$ cat config.mk
export PLATFORM = sky130hd
export DESIGN_NAME = tsl_sqrt
export DESIGN_NICKNAME = d
export VERILOG_FILES = /design/src/rtl/core/tsl_sqrt.sv
export SDC_FILE = /design/constraint.sdc
export NUM_CORES = 1
export LEC_CHECK = 0
export BUFFER_PORTS_ARGS = -buffer_cell sky130_fd_sc_hd__buf_4
export CAP_MARGIN = 5
export CORE_ASPECT_RATIO = 1.5
export CORE_MARGIN = 2
export CORE_UTILIZATION = 50
export DETAILED_ROUTE_END_ITERATION = 7
export GPL_TIMING_DRIVEN = 0
export PLACE_DENSITY = 0.76
export SLEW_MARGIN = 20
export SYNTH_ARGS = -nofsm -noshare
export SYNTH_HDL_FRONTEND = slang
export SYNTH_SLANG_ARGS = --single-unit
$ cat constraint.sdc
create_clock -name clk -period 12.8 [get_ports clk]
set_clock_uncertainty 0.05 [all_clocks]
set_input_delay 0.64 -clock clk [delete_from_list [all_inputs] [get_ports clk]]
set_output_delay 0.64 -clock clk [all_outputs]
set_load 0.01 [all_outputs]
$ cat src/rtl/core/tsl_sqrt.sv
// iterative integer square root, two radicand bits per cycle
module tsl_sqrt (
	input  logic        clk,
	input  logic        arst_n,
	input  logic        start,
	input  logic [63:0] v,
	output logic        done,
	output logic [31:0] root
);

	logic [63:0] bit_q;
	logic [63:0] v_q;
	logic [63:0] res_q;
	logic [63:0] sum;

	assign sum  = res_q + bit_q;
	assign done = (bit_q == 64'd1);
	assign root = res_q[31:0];

	always_ff @(posedge clk or negedge arst_n) begin
		if (!arst_n) begin
			bit_q <= '0;
		end else if (start) begin
			bit_q <= 64'd1 << 62;
		end else begin
			bit_q <= bit_q >> 2;
		end
	end

	always_ff @(posedge clk) begin
		if (start) begin
			v_q   <= v;
			res_q <= '0;
		end else if (bit_q != 64'd0) begin
			if (v_q >= sum) begin
				v_q   <= v_q - sum;
				res_q <= (res_q >> 1) + bit_q;
			end else begin
				res_q <= res_q >> 1;
			end
		end
	end

endmodule

# Word level (Yosys, flattened, before mapping)
# Cells that the tools add are included.
[totals]
reg_bits = 191
inputBits = 67
out_inout_bits = 33
wordCells = 17
[op_classes]
add_sub_neg = 3
order_cmp = 1
eq_ne = 1
mux = 5
n_reduce_logical = 4
[ops]
columns = ["operator", "n"]
rows = [
  ["64-bit 2-to-1 mux", 4],
  ["63-bit by 63-bit adder with 64-bit output", 1],
  ["64-bit by 63-bit adder with 64-bit output", 1],
  ["64-bit greater-or-equal comparator", 1],
  ["64-bit nonzero test", 1],
  ["64-bit subtractor", 1],
  ["63-bit by 1-bit equality test with 1-bit output, second input constant", 1],
  ["63-bit 2-to-1 mux", 1],
  ["2-bit nonzero test", 2],
  ["2-bit AND reduction", 1],
]

# Longest topological paths before layout
[logic_depth]
word_depth = 5
depth_mapped = 26
ltp_nobuf = 23

# Worst setup path before layout
# Ideal clock, no wire load.
[synth_path]
path_kind = "register -> register"
start = "register bit_q[0]"
end = "register v_q[0], enable pin"
setup_ps = 574
arrival_time_ps = 9250
t_required_ps = 12176
path_slack_ps = 2926
stages_incl_launch_ff = 25
n_path_buf = 3
period_less_slack_ps = 9874
cell_sequence = "dfrtp_1 > ha_1 > ha_1 > a211o_1 > nor4bb_1 > o211ai_1 > nand3b_1 > a211oi_1 > o21bai_1 > a41o_1 > and3_1 > o21ai_0 > xor2_1 > ha_1 > buf_2 > nand4_2 > or4_4 > nor2_2 > nand2b_1 > o21ai_0 > a211o_2 > nor2_2 > buf_4 > buf_2 > o21ai_0"
[synth_via]
elab_chain_cells = 4
elab_cells_between_ends = 6
classes_between = "1 x add/sub; 1 x order compare; 4 x reduce/logical"
[synth_lines]
columns = ["element", "line", "text"]
rows = [
  ["start, declared", "11", "logic [63:0] bit_q;"],
  ["start signal, assigned", "24", "bit_q <= 64'd1 << 62;"],
  ["start signal, assigned", "26", "bit_q <= bit_q >> 2;"],
  ["64-bit by 63-bit adder with 64-bit output", "16", "assign sum = res_q + bit_q;"],
  ["64-bit greater-or-equal comparator", "35", "if (v_q >= sum) begin"],
  ["2-bit nonzero test (no line)", "n/a", ""],
  ["2-bit AND reduction (no line) *", "n/a", ""],
  ["end signal, assigned", "32", "v_q <= v;"],
  ["end signal, assigned", "36", "v_q <= v_q - sum;"],
  ["end, declared", "12", "logic [63:0] v_q;"],
]
# Mark *: on every way between the ends. The rest lies on a longest branch, timed or not.
# A chain may end at the register's enable or synchronous reset.

# Final worst setup path
[layout_path]
start = "register bit_q[0]"
end = "register v_q[37], enable pin"
# The elaborated chain is that of the path after synthesis.

==> results by group <==
Setup path
  – Peak per-stage delay on the critical path: 0.60 ns
  – CP startpoint: bit_q[0]$_DFF_PN0_
  – Crit path max fanout: 22
  – Worst Path Buf+Inv: 5
  – Crit path launch type: register
  – Crit path DAT: 7.85 ns
  – FF-to-FF Start: bit_q[0]$_DFF_PN0_
  – Worst EP required: 12.91 ns
  – Crit-path slowest cell: a211oi_1
  – Worst path most repeated cell: ha_1
  – Crit path kind: register to register
  – CP top delay family: compound AO/OA/AOI/OAI gates
  – Critical path endpoint category: register

STA
  – Final Setup Violations: 0
  – Final Cycle Share: 0.605
  – Final hold slack: 0.110 ns
  – Max_slew headroom: 0.249
  – Least-Margin Pin Slew: 1.13 ns
  – Final hold vios: 0
  – Max-slew violations: 0
  – Final worst setup slack: 5.06 ns
  – Clock period minus final worst setup slack: 7.74 ns
  – Max Freq: 129 MHz
  – RSZ-0062 raised after global routing: no

Logic synthesis
  – XOR/XNOR Fraction of Synth Area: 0.0898
  – Syn avg cell area: 7.90 um^2
  – EDFF count, synth: 64
  – Synthesized cell area: 15100 um^2
  – Register bit total from synthesis: 160
  – Mux share of post-synthesis cell area: 0.0103
  – Async S/R FF share, synth: 0.200
  – Synth Area in Simple Gates: 0.202
  – Synth Area in Compound Gates: 0.268
  – Largest family of logic cells by synthesized area: compound AO/OA/AOI/OAI gates
  – Area contributors post-synth: edfxtp_1 13%, ha_1 11%, dfxtp_1 8.5%
  – Yosys warns: 0
  – Synth Flop Type: edfxtp_1
  – Post-synthesis adder-cell area fraction: 0.109
  – Post-synth top area cell: edfxtp_1
  – Gate count of the mapped netlist: 1914
  – Post-synth net total: 2112
  – Share of the synthesized area in the top cell type: 0.127
  – Netlist cell types: 87
  – Seq/Total Area, Yosys: 0.265

Global route
  – Number of global-route vias before repair: 15200
  – First-pass GRT wire length: 83000 um
  – Tot GR Track Use: 0.337
  – Initial antenna violation count: 1
  – GRT overflow: 0
  – Pin count of the biggest net entering global routing: 33

Clock tree
  – Post-CTS setup repair buffer count: 0
  – Clock Latency Late Sink: 0.46 ns
  – Num CTS Buffers: 17
  – H-Tree Depth: 4
  – Hold buffer count at CTS: 0
  – Clock Pin Slew Worst Setup and Hold Paths: 0.07 ns
  – Clk buf depth: 2
  – Post-CTS sizing: 0
  – CTS tree: yes
  – Clock Sinks: 160
  – CTS Root Cell: clkbuf_16

Drt
  – Vias per cell: 6.24
  – Via count of the routed design: 15300
  – First-pass detailed-route iteration total: 5
  – Iteration-0 DRC Markers: 1294
  – Drt drc: 0
  – Avg WL per Cell: 22.0 um
  – WL final: 54000 um
  – Post-route ant nets: 0

Floorplanning
  – Die W: 146 um
  – Die height: 217 um
  – CORE AREA: 30000 um^2
  – Row Count: 78
  – I/O pin total: 100
  – Starting density of the core: 0.505
  – Die ar.: 31700 um^2

Layout
  – Antenna diodes: 0
  – Most common cell after layout, fill and taps aside: nand2_1
  – Final cell count without fillers: 2448
  – Layout cells sized above 1: 0.114
  – Most frequent cells in the layout: 249 x nand2_1, 156 x o21ai_0, 150 x nor2_1, 138 x buf_4, 130 x ha_1
  – Layout area overhead: 12.4%
  – Final Util: 0.567
  – Final nets: 2233

Power
  – Pwr dens: 232 nW/um^2
  – Total design power: 0.00394 W
  – Leakage power: 6.83 nW
  – Maximum vdd drop: 0.163 mV

Place
  – Port bufs: 99
  – DP Worst Slack: 5.27 ns
  – HPWL Detailed: 42000 um
  – Dpl cells: 2416
  – RePlAce Congestion: 1.00

Run status
  – Outcome: complete, no violations

Worst hold path
  – Min-delay worst type: input port to async pin

Run
  – Max_cap viols: 0
[kinds of logic (layout without fill, tap and decap cells)]
kind of cell,after synthesis,after routing
flops,160,160
mux,15,15
xor+xnor,155,155
buf+inv,182,316
compound gates,616,616
simple gates,655,655
fa+ha+maj,131,131
[registers in the layout, indices dropped and copies added, names as in the netlist]
signal,count
res_q,64
v_q,64
bit_q,32
[metal layers]
metal,vias up,share of wire,track usage
li1,7260,-,-
met1,7193,0.37,0.361
met2,618,0.49,0.597
met3,210,0.054,0.0440
met4,2,0.085,0.267
met5,-,0.00024,0
[Yosys cell counts (all sizes together) (53+ instances only)]
| cell type | n |
|---|---|
| clkbuf | 86 |
| o21ai | 172 |
| edfxtp | 64 |
| nand2 | 249 |
| ha | 130 |
| xnor2 | 85 |
| nor2 | 153 |
| a31oi | 59 |
| buf | 53 |
| dfxtp | 64 |
| xor2 | 70 |
| a21oi | 125 |
[worst register-to-register path: cells and delay by family, from the launching register on]
kind                     cells  cell delay, ns
flip-flops                   1            0.45
XOR/XNOR                     1            0.16
adder cells (fa/ha/maj)      3            0.81
buffers and inverters        5            1.24
AO/OA/AOI/OAI                9            2.87
AND/OR/NAND/NOR              7            1.83
[power breakdown]
part | switching (W) | internal (W)
Clock | 0.000242 | 0.000250
Combinational | 0.00160 | 0.000977
Sequential | 0.000128 | 0.000748
[worst paths after layout]
check,slack [ns],cells past startpoint,to
hold reg to reg,0.51,2,res_q[0]$_SDFFE_PP0P_
setup reg to reg,5.06,25,v_q[37]$_DFFE_PP_
min in group clk,0.26,1,bit_q[62]$_DFF_PN0_
hold / removal,0.11,1,bit_q[30]$_DFF_PN0_
max in group asynchronous,12.22,1,bit_q[62]$_DFF_PN0_
setup / recovery,5.06,25,v_q[37]$_DFFE_PP_
[final cells by class]
class | instances | area [um^2]
well taps | 400 | 500
flip-flops and latches | 160 | 4000
clock buffers | 17 | 425
inverters | 43 | 161
repair buffers | 102 | 818
clock inverters | 15 | 109
fillers | 2886 | 13000
multi-input cells | 1572 | 10300
plain buffers | 139 | 688
[per-stage QoR]
step	cell area [um^2]	TNS, ns
finish	17000	0
global route	17000	0
CTS	17000	0
detailed placement	16500	0
global placement	16400	-104.95
floorplan	15100	0
Power figures use the tool's default switching activity.
