File: config.mk
export PLATFORM = sky130hd
export DESIGN_NAME = tsl_div
export DESIGN_NICKNAME = d
export VERILOG_FILES = /design/src/rtl/core/tsl_div.sv
export SDC_FILE = /design/constraint.sdc
export NUM_CORES = 1
export LEC_CHECK = 0
export BUFFER_PORTS_ARGS = -buffer_cell sky130_fd_sc_hd__buf_4
export CORE_MARGIN = 3
export CORE_UTILIZATION = 25
export CTS_BUF_LIST = sky130_fd_sc_hd__clkbuf_16
export DETAILED_ROUTE_END_ITERATION = 8
export PLACE_DENSITY = 0.48
export SYNTH_ARGS = -nofsm -noshare
export SYNTH_HDL_FRONTEND = slang
export SYNTH_SLANG_ARGS = --single-unit
File: constraint.sdc
create_clock -name clk -period 3.5 [get_ports clk]
set_clock_uncertainty 0.1 [all_clocks]
set_input_delay 0.525 -clock clk [delete_from_list [all_inputs] [get_ports clk]]
set_output_delay 0.525 -clock clk [all_outputs]
set_load 0.01 [all_outputs]
File: src/rtl/core/tsl_div.sv
// bit-serial restoring divider for one gradient component, capped quotient
module tsl_div #(
	parameter int NW = 50
) (
	input  logic          clk,
	input  logic          arst_n,
	input  logic          start,
	input  logic [NW-1:0] num,
	input  logic [31:0]   den,
	output logic          done,
	output logic [30:0]   quo
);

	logic                    busy_q;
	logic [$clog2(NW)-1:0]   cnt_q;
	logic [31:0]             rem_q;
	logic [31:0]             den_q;
	logic [NW-1:0]           num_q;
	logic [NW-1:0]           quo_q;
	logic [32:0]             trial;
	logic [32:0]             diff;
	logic                    qbit;

	assign trial = {rem_q, num_q[NW-1]};
	assign diff  = trial - {1'b0, den_q};
	assign qbit  = (trial >= {1'b0, den_q});
	assign done  = busy_q && (cnt_q == ($clog2(NW))'(NW - 1));
	assign quo   = (|quo_q[NW-1:31]) ? 31'h7FFFFFFF : quo_q[30:0];

	always_ff @(posedge clk or negedge arst_n) begin
		if (!arst_n) begin
			busy_q <= 1'b0;
			cnt_q  <= '0;
		end else if (start) begin
			busy_q <= 1'b1;
			cnt_q  <= '0;
		end else if (busy_q) begin
			if (done) begin
				busy_q <= 1'b0;
			end
			cnt_q <= cnt_q + 1'b1;
		end
	end

	always_ff @(posedge clk) begin
		if (start) begin
			rem_q <= '0;
			den_q <= (den == 32'd0) ? 32'd1 : den;
			num_q <= num;
			quo_q <= '0;
		end else if (busy_q) begin
			rem_q <= qbit ? diff[31:0] : trial[31:0];
			num_q <= {num_q[NW-2:0], 1'b0};
			quo_q <= {quo_q[NW-2:0], qbit};
		end
	end

endmodule

### Word level (Yosys, flattened, before mapping)

Index checks and enable logic that the tools add are counted.

| storage, ports and cells | value |
|---|---|
| bits in registers | 171 |
| bits in latches | 0 |
| memory bits (writable) | 0 |
| bits in read-only memories | 0 |
| logic and storage cells | 23 |
| memories kept | 0 |

| operators by class | value |
|---|---|
| add/sub/neg operators | 2 |
| multiply operators | 0 |
| divide/modulo/power cells | 0 |
| order comparisons | 1 |
| equality and inequality tests | 1 |
| shift-type cells | 0 |
| mux-type cells | 9 |
| bitwise logic cells | 0 |
| reductions and logical operators | 4 |

Operator list:

| cell | number |
|---|---|
| two-way mux 50 bit | 2 |
| >= comparator 33 x 32 -> 1 bit | 1 |
| zero test 32 bit | 1 |
| two-way mux 32 bit | 1 |
| subtractor 32 bit | 1 |
| two-way mux 31 bit | 1 |
| OR reduction 19 bit | 1 |
| two-way mux 6 bit | 2 |
| adder 6 x 1 -> 6 bit, second input constant | 1 |
| equality test 6 bit, second input constant | 1 |
| two-way mux 1 bit | 3 |
| nonzero test 2 bit | 1 |
| logical AND 1 bit | 1 |

### Longest topological paths before layout

| logic depth | value |
|---|---|
| depth in word-level cells | 5 |
| gate-level depth with buffers | 12 |

### Least setup slack after synthesis

Ideal clock, no wire load.

| timing path | value |
|---|---|
| path type | reg2reg |
| start point | reg den_q[0] |
| end point | reg rem_q[30] |
| arrival time | 2,410 ps |
| required time | 3,278 ps |
| path slack | 868 ps |
| stages on the path, launching flop included | 11 |
| buffers on the path | 0 |
| period minus slack after synthesis | 2,632 ps |
| path through | edfxtp_1 -> ha_1 -> fa_1 -> nor2b_1 -> o31a_1 -> o311ai_1 -> a31oi_1 -> a21oi_1 -> or3_1 -> a41oi_1 -> o21ai_0 |

| between the ends | value |
|---|---|
| longest elaborated chain between the ends | 2 |
| elaborated cells on any way between the ends | 3 |
| classes of those cells | add/sub (1); order compare (1); mux (1) |

RTL lines:

| what | line | RTL |
|---|---|---|
| start, declared | 17 | `logic [31:0] den_q;` |
| start signal, assigned | 48 | `den_q <= (den == 32'd0) ? 32'd1 : den;` |
| subtractor 32 bit / >= comparator 33 x 32 -> 1 bit (equally long branches) | 25, 26 |  |
| two-way mux 32 bit (*) | 52 | `rem_q <= qbit ? diff[31:0] : trial[31:0];` |
| end signal, assigned | 52 |  |
| end, declared | 16 | `logic [31:0] rem_q;` |

Every way passes the cells marked *; elsewhere a longest branch is shown, timed or not.
A chain may end at the register's enable or synchronous reset.

### Worst setup path after layout

Same ends and word-level chain as after synthesis.

==> metrics <==
status=complete, no violations; pre-CTS setup slack=396 ps; critical path class=register to register; Peak VDD IR=0.372 mV; Synthesis Warnings=0; max incr delay on CP=500 ps; GRT overflow=0; core area=35800 um2; post-synthesis net count=1029; Die H=197 um; Reg power frac=0.387; DRT iter0 DRCs=324; worst path cell trace=ha_1 > fa_1 > nor2b_1 > o31a_1 > o311ai_1 > a31oi_1 > a21oi_1 > or3_1 > a41oi_1 > o21ai_0; CP top delay family=compound AO/OA/AOI/OAI gates; clock sinks=171; routed wire length=22500 um; Hold WS=~160 ps; Die Wd=197 um; Final Max Slew Viols=0; CP Buf/Inv Count=0; # diodes=0; worst skew pair latency=between 400 and 500 ps; Hold Path Class=primary input to register; Final WS setup=335 ps; clock tree buffer depth=2; Startpoint Class=register; met3 WL post-DR=1310 um; CTS tree=yes; Final Setup Violations=0; Via density=4.68; Async SR Flop Fraction=0.0409; Pre-Repair DR Iteration Count=5; number of synthesized flops with an enable pin=82; Clock Tree Root=clkbuf_16; max-cap viol count=0; number of global-route vias before repair=around 6800; post-route ant nets=0; Final Critical Period=3160 ps; Mapped Area=9170 um2; PostCTS Resize Cnt=0; DRC=0; drt wl/cell=15.5 um; Post-Syn Instances=909; CP endpoint kind=register; # rows=69; Top Metal Used=met4; FMAX=0.316 GHz; clock-pin slew on the worst setup and hold paths=70 ps; Synth top area share=0.269; port bufs=116; Setup TNS Final=0 ps; cell leakage power=4.92 nW; unrepaired setup endpoints after global routing=false; hold buffers post-CTS=1; CP max FO=4; final layout net count=roughly 1100; Critical Path AT=~3400 ps; post-route total power=0.00651 W; clock power share=0.271; Final Hold Fails=0; pwr/cell area=600 nW/um2; via count=6804; initial antenna violation count=0; total track usage=0.118; sw frac=0.357; library cells used by synthesis=73; area leader, netlist=edfxtp_1; dpl hpwl=approximately 16000 um; total die area=39000 um2; slew margin rel.=0.503; setup bufs post-CTS=0; Mapped Avg Cell Area=between 10 and 15 um2; Layout area overhead=18.4%; TritonCTS Buffers=17; Starting Density=0.256; Tightest Pin Transition=738 ps; FF-to-FF setup slack=~340 ps; met2 WL=10200 um; Top FF cell, synth=edfxtp_1; fin crit share=0.904; M1 WL=approximately 10000 um; Fill cells=approximately 3700; Internal=~0.0042 W; Comb pwr share=0.343; switching pwr=0.00233 W; first-pass GRT wire length=~36000 um; H-tree lvl count=4; Yosys reg bits=171; I/O pins=117; Final Wtd Congestion=0.798; CP max-delay cell=a31oi_1; top cells by area, synth=edfxtp_1 27%, dfxtp_1 18%, mux2_2 6.0%; Worst Path Required=3720 ps; register area share after synthesis=0.467; largest net degree at the start of global routing=between 80 and 90; DP Cell Count=1420; share of post-route cells with drive strength above 1=0.226; Finished Layout Cells=1453
area by class of cell:
class | count | area [um2] | share of cell area
Multi-Input combinational cell | 622 | 4350 | 0.400
Sequential cell | 171 | 4280 | 0.394
Timing Repair Buffer | 125 | 970 | 0.0893
Tap cell | 461 | 577 | 0.0531
Clock buffer | 17 | 425 | 0.0392
Inverter | 42 | 158 | 0.0145
Clock inverter | 15 | 98.8 | 0.00910
cells in the final DEF, fill, tap and decap left out, types with 3 or more instances in the layout:
| master | synthesis | final |
|---|---|---|
| inv_1 | 42 | 44 |
| a31oi_1 | 5 | 5 |
| o21a_1 | 8 | 8 |
| nand4b_1 | 3 | 3 |
| a211oi_1 | 9 | 9 |
| a311oi_1 | 20 | 20 |
| edfxtp_1 | 82 | 82 |
| o31ai_1 | 8 | 8 |
| xnor2_1 | 13 | 13 |
| dfxtp_1 | 82 | 82 |
| buf_4 | 1 | 121 |
| or3_1 | 5 | 5 |
| inv_2 | 0 | 3 |
| nor2b_1 | 3 | 3 |
| nand4_1 | 12 | 12 |
| nand2b_1 | 35 | 35 |
| nand3_1 | 11 | 11 |
| clkbuf_16 | 0 | 17 |
| nand2_1 | 74 | 74 |
| a21oi_1 | 40 | 40 |
| xor2_1 | 8 | 8 |
| dfrtp_1 | 7 | 6 |
| mux2_2 | 49 | 49 |
| nor4_1 | 18 | 17 |
| mux2i_1 | 49 | 49 |
| nor3_1 | 9 | 9 |
| ha_1 | 34 | 34 |
| and3_1 | 3 | 3 |
| o21ai_0 | 23 | 23 |
| nor2_1 | 105 | 105 |
| a21o_1 | 22 | 22 |
| o21bai_1 | 3 | 3 |
| inv_6 | 0 | 3 |
| o211ai_1 | 11 | 11 |
flip-flops by register name, summed over array words and instances, names as in the netlist:
| name | count |
|---|---|
| rem_q | 32 |
| cnt_q | 6 |
| quo_q | 50 |
| num_q | 50 |
| den_q | 32 |
| busy_q | 1 |
cell families after synthesis:
kind of cell,count (synthesis),synth area share
AND/OR/NAND/NOR,289,0.152
buffers and inverters,116,0.0598
flip-flops,171,0.467
adder cells (fa/ha/maj),35,0.0486
AO/OA/AOI/OAI,179,0.139
XOR/XNOR,21,0.0201
multiplexers,98,0.114
cell usage after synthesis, drive strengths merged (2+ instances only):
| master | n |
|---|---|
| nor2 | 106 |
| dfxtp | 82 |
| edfxtp | 82 |
| nand2 | 75 |
| clkbuf | 59 |
| mux2 | 49 |
| mux2i | 49 |
| inv | 42 |
| a21oi | 41 |
| nand2b | 35 |
| ha | 34 |
| o21ai | 25 |
| a21o | 24 |
| a311oi | 22 |
| nor4 | 19 |
| buf | 15 |
| xnor2 | 13 |
| nand3 | 12 |
| nand4 | 12 |
| o211ai | 12 |
| a211oi | 9 |
| nor3 | 9 |
| o21a | 8 |
| o31ai | 8 |
| xor2 | 8 |
| dfrtp | 7 |
| a31oi | 5 |
| or3 | 5 |
| and3 | 4 |
| nand4b | 3 |
| nor2b | 3 |
| o21bai | 3 |
| o311ai | 3 |
| a22oi | 2 |
| and4 | 2 |
| o2111a | 2 |
| o2111ai | 2 |
| o211a | 2 |
| o31a | 2 |
worst reg2reg max path: cells and delay by family, from the launching register on:
family,cells,cell delay [ps]
DFF,1,370
adders and majority gates,2,630
and+or+nand+nor,2,510
AOI/OAI and AO/OA,6,1420
routing by layer:
| metal | global-route usage | vias to the layer above |
|---|---|---|
| met5 | 0 | - |
| met2 | 0.184 | 136 |
| met1 | 0.152 | 3228 |
| li1 | - | 3412 |
| met4 | 0.0435 | 0 |
| met3 | 0.0385 | 28 |
per-stage QoR:
stage               utilization  instance area [um2]
finish                    0.303                10900
CTS                       0.303                10900
global route              0.303                10900
floorplan                     -                 9170
detailed placement        0.288                10300
global placement          0.288                10300
worst paths after layout:
check                                from  depth (start not counted)         to
worst max register to register   den_q[0]                         10  rem_q[30]
min in group asynchronous          arst_n                          2   cnt_q[1]
worst min register to register  rem_q[22]                          2  rem_q[22]
max in group asynchronous          arst_n                          2     busy_q
worst max-delay path             den_q[0]                         10  rem_q[30]
worst min-delay path              den[24]                          1  den_q[24]
power groups by stage:
stage	Combinational (W)	Sequential [W]	Clock (W)
after floorplan	0.00179	0.00251	0
after global placement	0.00225	0.00256	0
after detailed placement	0.00223	0.00256	0
after CTS	0.00225	0.00252	0.00184
after global routing	0.00251	0.00255	0.00190
final	0.00223	0.00252	0.00176
No activity file was read; power rests on OpenSTA's default activity.
